--- src/hw/rtl/range_weighted_square_count_query_macros.svh ---
// Assertion macros for the range weighted square count query block.
// Included by the files that carry concurrent assertions; needs no package.
`ifndef RANGE_WEIGHTED_SQUARE_COUNT_QUERY_MACROS_SVH
`define RANGE_WEIGHTED_SQUARE_COUNT_QUERY_MACROS_SVH
`ifndef SYNTHESIS
// Same-cycle implication, disabled while reset is high.
`define RWSQ_ASSERT_IMPL(label, clk, rst, ante, cons) \
  label: assert property (@(posedge clk) disable iff (rst) (ante) |-> (cons)) \
    else $error("rwsq assertion failed");
// Next-cycle implication, disabled while reset is high.
`define RWSQ_ASSERT_NEXT(label, clk, rst, ante, cons) \
  label: assert property (@(posedge clk) disable iff (rst) (ante) |=> (cons)) \
    else $error("rwsq assertion failed");
`else
`define RWSQ_ASSERT_IMPL(label, clk, rst, ante, cons)
`define RWSQ_ASSERT_NEXT(label, clk, rst, ante, cons)
`endif
`endif

--- src/hw/rtl/rwsq_pkg.sv ---
// Shared types and constants for the range weighted square count query block.
// No dependencies; the interfaces, rwsq_ctrl, rwsq_dp and the top level import this package.
package rwsq_pkg;

  localparam int ARRAY_DEPTH_DEF = 1024;
  localparam int VALUE_RANGE_DEF = 1024;

  localparam int IDX_W  = 10;  // index fields of a request
  localparam int ELEM_W = 10;  // element value width
  localparam int CNT_W  = 11;  // per-value occurrence count
  localparam int SQ_W   = 2 * CNT_W;
  localparam int RUN_W  = 31;  // running sum, wraps modulo 2**31
  localparam int ANS_W  = 30;
  localparam int CMP_W  = 17;  // wide enough to hold any depth parameter below 2**17

  localparam logic ACT_LOAD   = 1'b0;
  localparam logic ACT_QUERY  = 1'b1;
  localparam logic STS_OK     = 1'b0;
  localparam logic STS_REJECT = 1'b1;

  typedef enum logic [1:0] {
    MV_GROW_R   = 2'd0,
    MV_GROW_L   = 2'd1,
    MV_SHRINK_R = 2'd2,
    MV_SHRINK_L = 2'd3
  } move_t;

  typedef struct packed {
    logic  capture;
    logic  clear_we;
    logic  elem_wr;
    logic  elem_rd_load;
    logic  move_go;
    move_t move;
    logic  cnt_rd;
    logic  val_from_req;
    logic  cnt_upd;
    logic  grow;
    logic  mult;
    logic  accum;
    logic  res_load;
    logic  res_reject;
  } cmd_t;

  typedef struct packed {
    logic clear_last;
    logic is_query;
    logic load_ok;
    logic in_window;
    logic query_bad;
    logic need_grow_r;
    logic need_grow_l;
    logic need_shrink_r;
    logic need_shrink_l;
  } sts_t;

endpackage

--- src/hw/rtl/rwsq_ctrl.sv ---
// Controller state machine: sequences loads, window moves and results.
// Depends on rwsq_pkg for the command and status structs.
module rwsq_ctrl import rwsq_pkg::*; (
  input  logic clk,
  input  logic rst,
  input  sts_t sts,
  input  logic req_valid,
  input  logic res_ready,
  output cmd_t cmd,
  output logic req_ready,
  output logic res_valid
);

  typedef enum logic [7:0] {
    S_CLEAR  = 8'b00000001,
    S_IDLE   = 8'b00000010,
    S_DECIDE = 8'b00000100,
    S_PLAN   = 8'b00001000,
    S_VALUE  = 8'b00010000,
    S_COUNT  = 8'b00100000,
    S_MULT   = 8'b01000000,
    S_ACCUM  = 8'b10000000
  } state_t;

  // S_RESULT is folded into a flag so the state vector stays one-hot over
  // the working states; the result wait is its own register below.
  typedef enum logic [1:0] {
    JOB_GROW     = 2'd0,
    JOB_SHRINK   = 2'd1,
    JOB_LOAD_OLD = 2'd2,
    JOB_LOAD_NEW = 2'd3
  } job_t;

  state_t state, state_next;
  job_t   job, job_next;
  logic   pending, pending_next;

  assign req_ready = (state == S_IDLE) && !pending;
  assign res_valid = pending;

  always_ff @(posedge clk) begin
    if (rst) begin
      state   <= S_CLEAR;
      job     <= JOB_GROW;
      pending <= 1'b0;
    end else begin
      state   <= state_next;
      job     <= job_next;
      pending <= pending_next;
    end
  end

  always_comb begin
    cmd          = '0;
    state_next   = state;
    job_next     = job;
    pending_next = pending;
    if (pending && res_ready) begin
      pending_next = 1'b0;
    end
    unique case (state)
      S_CLEAR: begin
        cmd.clear_we = 1'b1;
        if (sts.clear_last) begin
          state_next = S_IDLE;
        end
      end
      S_IDLE: begin
        if (req_valid && req_ready) begin
          cmd.capture = 1'b1;
          state_next  = S_DECIDE;
        end
      end
      S_DECIDE: begin
        if (!sts.is_query) begin
          state_next = S_IDLE;
          if (sts.load_ok) begin
            if (sts.in_window) begin
              cmd.elem_rd_load = 1'b1;
              job_next         = JOB_LOAD_OLD;
              state_next       = S_VALUE;
            end else begin
              cmd.elem_wr = 1'b1;
            end
          end
        end else if (sts.query_bad) begin
          cmd.res_reject = 1'b1;
          pending_next   = 1'b1;
          state_next     = S_IDLE;
        end else begin
          state_next = S_PLAN;
        end
      end
      S_PLAN: begin
        state_next = S_VALUE;
        priority if (sts.need_grow_r) begin
          cmd.move_go = 1'b1;
          cmd.move    = MV_GROW_R;
          job_next    = JOB_GROW;
        end else if (sts.need_grow_l) begin
          cmd.move_go = 1'b1;
          cmd.move    = MV_GROW_L;
          job_next    = JOB_GROW;
        end else if (sts.need_shrink_r) begin
          cmd.move_go = 1'b1;
          cmd.move    = MV_SHRINK_R;
          job_next    = JOB_SHRINK;
        end else if (sts.need_shrink_l) begin
          cmd.move_go = 1'b1;
          cmd.move    = MV_SHRINK_L;
          job_next    = JOB_SHRINK;
        end else begin
          cmd.res_load = 1'b1;
          pending_next = 1'b1;
          state_next   = S_IDLE;
        end
      end
      S_VALUE: begin
        cmd.cnt_rd       = 1'b1;
        cmd.val_from_req = (job == JOB_LOAD_NEW);
        cmd.elem_wr      = (job == JOB_LOAD_OLD);
        state_next       = S_COUNT;
      end
      S_COUNT: begin
        cmd.cnt_upd = 1'b1;
        cmd.grow    = (job == JOB_GROW) || (job == JOB_LOAD_NEW);
        state_next  = S_MULT;
      end
      S_MULT: begin
        cmd.mult   = 1'b1;
        state_next = S_ACCUM;
      end
      S_ACCUM: begin
        cmd.accum = 1'b1;
        unique case (job)
          JOB_LOAD_OLD: begin
            job_next   = JOB_LOAD_NEW;
            state_next = S_VALUE;
          end
          JOB_LOAD_NEW: state_next = S_IDLE;
          JOB_GROW, JOB_SHRINK: state_next = S_PLAN;
        endcase
      end
      default: state_next = S_IDLE;
    endcase
  end

endmodule

--- config.mk ---
export PLATFORM = sky130hd
export DESIGN_NAME = rwsq_ctrl
export DESIGN_NICKNAME = d
export VERILOG_FILES = /design/src/hw/rtl/range_weighted_square_count_query_macros.svh /design/src/hw/rtl/rwsq_pkg.sv /design/src/hw/rtl/rwsq_ctrl.sv
export SDC_FILE = /design/constraint.sdc
export NUM_CORES = 1
export LEC_CHECK = 0
export BUFFER_PORTS_ARGS = -buffer_cell sky130_fd_sc_hd__buf_4
export CAP_MARGIN = 20
export CORE_MARGIN = 2
export CORE_UTILIZATION = 35
export DETAILED_ROUTE_END_ITERATION = 10
export GPL_ROUTABILITY_DRIVEN = 1
export SLEW_MARGIN = 40
export SYNTH_ARGS = -nofsm -noshare
export SYNTH_HDL_FRONTEND = slang
export SYNTH_SLANG_ARGS = --single-unit
export TNS_END_PERCENT = 5
--- constraint.sdc ---
create_clock -name clk -period 1.7 [get_ports clk]
set_input_delay 0.17 -clock clk [delete_from_list [all_inputs] [get_ports clk]]
set_output_delay 0.17 -clock clk [all_outputs]
set_load 0.02 [all_outputs]
[After elaboration in Yosys (flattened, before gate mapping)]
Cells that the tools add are included.
Operators by class
  $add $sub $neg: 0
  multiply operators: 0
  divide/modulo/power cells: 0
  order comparisons: 0
  equal/unequal tests: 18
  shift operators: 0
  mux-type cells: 55
  bitwise operators: 0
  reduce and logical (&&, ||, !) cells: 10
Operators with widths (number)
  one-hot mux 8 bit (8 select lines): 1
  2-to-1 mux 5 bit: 6
  2-to-1 mux 2 bit: 12
  2-to-1 mux 8 bit: 3
  one-hot mux 8 bit (3 select lines): 1
  2-to-1 mux 1 bit: 23
  2-to-1 mux 3 bit: 5
  inequality test 2 bit (second input constant): 5
  == test 8 x 1 -> 1 bit (second input constant): 1
  == test 8 x 2 -> 1 bit (second input constant): 1
  == test 8 x 3 -> 1 bit (second input constant): 1
  == test 8 x 4 -> 1 bit (second input constant): 1
  == test 8 x 5 -> 1 bit (second input constant): 1
  == test 8 x 6 -> 1 bit (second input constant): 1
  == test 8 x 7 -> 1 bit (second input constant): 1
  == test 8 bit (second input constant): 1
  one-hot mux 2 bit (3 select lines): 1
  AND reduction 6 bit: 1
  inequality test 5 bit (second input constant): 1
  == test 2 bit (second input constant): 2
  2-to-1 mux 4 bit: 1
  one-hot mux 1 bit (2 select lines): 2
  logical AND 1 bit: 3
  nonzero test 3 bit: 1
  7 further kinds: 7
Storage, ports and cells
  register bits after elaboration: 11
  latch bits: 0
  memory bits (writable): 0
  bits in read-only memories: 0
  bits of input ports: 13
  output and inout port bits: 17
  word-level logic and storage cells: 86
  memories: 0

[Depth between registers and ports, before layout]
  depth in word-level cells: 7
  mapped depth: 6
  gate-level depth less buffers: 6

[Worst setup path after synthesis]
OpenSTA, ideal clock, no wires.
  kind: reg2out
  start point: register state[4]
  end point: output cmd[9] in the netlist's numbering
  arrival time: 1.495 ns
  setup slack: 0.035 ns
  cell stages (with the launch flop): 4
  cell sequence: dfxtp_1 > nor4_4 > nand2_1 > nor4_1
RTL lines
  start: declaration: line rwsq_ctrl.sv:34  | state_t state, state_next;
  start signal: assignment: line rwsq_ctrl.sv:47  | state <= state_next;
  end: declaration: line rwsq_ctrl.sv:9  | output cmd_t cmd,

==> parameters.txt <==
Parameter                              Value

Worst hold path
  Number of cells on the worst hold path ... 2
  Worst min-delay path endpoint ... job[0]
  Hold crit path type ... in -> reg
  Start point of the worst min-delay path ... rst

Floorplan
  Die extent in y ... 51.3 µm
  Cell Rows ... 17
  Die width ... 51.3 µm
  Placeable core area ... 2170 µm²
  Number of top-level design ports ... 30
  Starting utilization of the core area ... 36.1%
  Die Area ... 2630 µm²

Setup path
  Cell seen most often among critical-path stages ... sky130_fd_sc_hd__buf_4
  Critical path startpoint category ... register
  Worst-path cell chain ... nor4_4 > buf_4 > nand2_1 > nor3_2 > buf_4
  Slowest stage delay, CP ... 0.43 ns
  Largest driver fanout on the critical path ... 7
  Data arrival time of the worst path ... 1.65 ns
  Endpoint type of the worst setup path ... primary output
  Startpoint of the worst-slack reg-to-reg timing path ... state[6]
  Worst path slowest cell ... sky130_fd_sc_hd__nor4_4
  R2R depth ... 5
  Capture point of the worst reg-to-reg path ... job[0]
  Register-to-Register Setup Slack ... 0.02 ns
  Category of the most critical setup path ... reg -> out
  Worst Path Required ... 1.53 ns

Timing
  Worst Hold Margin ... 0.104 ns
  Fmax ... 548 MHz
  Hold Violations, Final ... 0
  Unrepaired setup endpoints after global routing ... yes
  Post-layout minimum cycle time ... 1.82 ns
  Worst slew margin relative to its limit ... 62.1%
  Worst-case clock skew ... 0.00260 ns
  Number of max-slew violations in the final report ... 0
  Post-route fraction of the period consumed by the critical path ... 107%
  Slew @ Worst Pin ... 0.563 ns
  Count of endpoints failing setup in the final report ... 9
  Slack of the critical path ... -0.124 ns
  Total Negative Setup Slacks ... -0.511 ns

Routing
  Count of vias placed by the detailed router ... 903
  Drt total wl ... 2430 µm
  Routed WL per cell ... 14.5 µm
  Number of remaining DRC errors ... 0
  Number of nets still failing antenna checks after routing ... 0
  Post-DR vias/cell ... 5.38
  1st-pass router iterations ... 4
  Drt initial violations ... 17

Clocking
  Cell at the root of the clock tree ... sky130_fd_sc_hd__clkbuf_4
  Buffer levels on the longest clock path ... 2
  TritonCTS clock tree ... built
  # clock sinks ... 11
  Total CTS buffers ... 3
  Hold-fix buffers at CTS ... 0
  Clock transition at the registers of the reported paths ... 0.08 ns
  Clock latency of the later-clocked register in the worst-skew pair ... 0.27 ns
  H-tree depth ... 1

Logic synthesis
  Largest cells by area after synthesis ... sky130_fd_sc_hd__dfxtp_1 28%, sky130_fd_sc_hd__nor2_1 7.2%, sky130_fd_sc_hd__ha_1 6.4%
  Combined area of all synthesized cells ... 783 µm²
  Total of flip-flops plus latches after synthesis ... 11
  Number of synthesized flops with an enable pin ... 0
  Proportion of synthesized area in mux cells ... 0%
  Most instantiated flip-flop cell in the synthesis netlist ... sky130_fd_sc_hd__dfxtp_1
  Synth Area in Compound Gates ... 19.0%
  Count of warnings emitted by yosys ... 0
  Nets in the synthesized netlist ... 113
  Sequential share of the synthesized area ... 28.1%
  Simple-gate share of the synthesized area ... 42.5%
  Post-synthesis area per instance ... 8.16 µm²
  Most frequent cells after synthesis ... 15 x sky130_fd_sc_hd__nor2_1, 11 x sky130_fd_sc_hd__dfxtp_1, 7 x sky130_fd_sc_hd__and3_1, 7 x sky130_fd_sc_hd__nand2_1, 6 x sky130_fd_sc_hd__inv_1
  Synth async-reset ratio ... 0%
  Yosys top cell by area ... sky130_fd_sc_hd__dfxtp_1
  Synth unique cells ... 33
  Adder-cell share of the synthesized area ... 6.39%
  Most frequent cell after synthesis ... sky130_fd_sc_hd__nor2_1
  Synth Area in XOR/XNOR ... 1.12%
  Area share of the largest cell type after synthesis ... 28.1%
  Post-Synthesis Cells ... 96
  Largest family of logic cells by synthesized area ... simple AND/OR/NAND/NOR gates

Global route
  Number of antenna violations at the first check in global routing ... 0
  Maximum number of pins on one net before global-route repair ... 8
  Via count of the first global-routing pass ... 833
  Combined global-route utilization of all metal layers ... 18.9%
  Global-route wire length before repair ... 3740 µm
  Overflow left after global routing ... 0

Run status
  Failing checks ... negative setup slack
  Outcome ... complete, but fails checks

Power
  Leakage component of the power ... 0.570 nW
  Overall power consumption ... 574 µW
  Largest voltage drop on the vdd net ... 0.000370 V
  Power density over cell area ... 463 nW/µm²

Job
  Max-cap viol count ... 0

Final layout
  Final core utilization ... 57.2%
  Number of standard cells in the final layout excluding fillers ... 168
  Share of final-layout standard cells stronger than drive strength 1 ... 47.9%
  Fill cell count ... 208
  Count of antenna diodes in the layout ... 0
  Layout net count ... 158
  Layout overhead on the synthesized area ... 58.3%
  Sequential cell area ... 235 µm²
  Area taken by multi-input logic gates ... 606 µm²

Placement
  Port Buffers ... 29
  Final GP Congestion ... 0.852
  Placed Cells incl. Taps ... 157
  HPWL after detailed placement ... 1760 µm
[how the worst max path moves through the flow]
stage,to,from,slack [ns],cells past startpoint
floorplan,cmd[9],state[4],0.04,3
global placement,cmd[12],state[3],0.11,5
detailed placement,cmd[0],state[4],0.11,4
CTS,cmd[0],state[7],-0.07,4
global route,cmd[0],state[6],-0.18,4
finish,cmd[11],state[6],-0.12,5
[cell usage in the layout (no fill, tap or decap), types with 3 or more instances in the layout]
cell type                  count
sky130_fd_sc_hd__nand2b_1      3
sky130_fd_sc_hd__and3_1        3
sky130_fd_sc_hd__inv_1         6
sky130_fd_sc_hd__clkbuf_4      3
sky130_fd_sc_hd__dfxtp_1       5
sky130_fd_sc_hd__nand2_1       6
sky130_fd_sc_hd__nor2b_1       5
sky130_fd_sc_hd__dfxtp_2       3
sky130_fd_sc_hd__and3_4        4
sky130_fd_sc_hd__dfxtp_4       3
sky130_fd_sc_hd__nor2_1       14
sky130_fd_sc_hd__buf_4        36
sky130_fd_sc_hd__a22o_1        3
sky130_fd_sc_hd__buf_6         4
sky130_fd_sc_hd__ha_1          4
[where the power goes]
group          switching [mW]  internal [mW]
clock network          0.0947         0.0907
registers              0.0100          0.259
logic                  0.0638         0.0555
total                   0.169          0.405
[flip-flops by register name, indices dropped and copies added, names as in the netlist]
name,flops
state,8
job,2
res_valid,1
[layer usage]
metal  vias to the layer above  wire length [µm]  GRT usage, %
met5                         -                 0             0
met4                         0                22          6.58
met3                         4               120          2.63
met2                        33              1170          32.3
met1                       418              1120          24.4
li1                        448                 -             -
[logic make-up (layout without fill, tap and decap cells)]
kind of cell	after synthesis	after routing
compound gates	18	18
xor+xnor	1	1
fa+ha+maj	4	4
buf+inv	6	50
flops	11	11
simple gates	56	56
[metrics by stage]
stage | instance area [µm²] | worst slack [ns]
6_report | 1240 | -0.124
3_5_place_dp | 1070 | 0.113
4_1_cts | 1190 | -0.0658
3_3_place_gp | 1070 | 0.106
2_1_floorplan | 783 | 0.0352
5_1_grt | 1240 | -0.183
[worst max-delay path: cells and delay by family (launching register included)]
kind,cells,cell delay (ns)
simple gates,3,0.65
buf+inv,2,0.36
flops,1,0.38
[layout make-up]
type / count / area share (%)
inverter: 6 / 1.82
clock buffer: 4 / 2.12
sequential: 11 / 19.0
tap: 28 / 2.83
multi-input combinational: 79 / 48.8
timing repair buffer: 40 / 25.4
[repair_timing]
item,4_1_cts,5_1_grt
hold endpoints to repair,0,0
resized for setup,17,9
pin swaps,5,6
endpoints found under the setup margin,13,17
gates cloned,0,0
setup buffers,5,2
(Power assumes the default switching activity.)
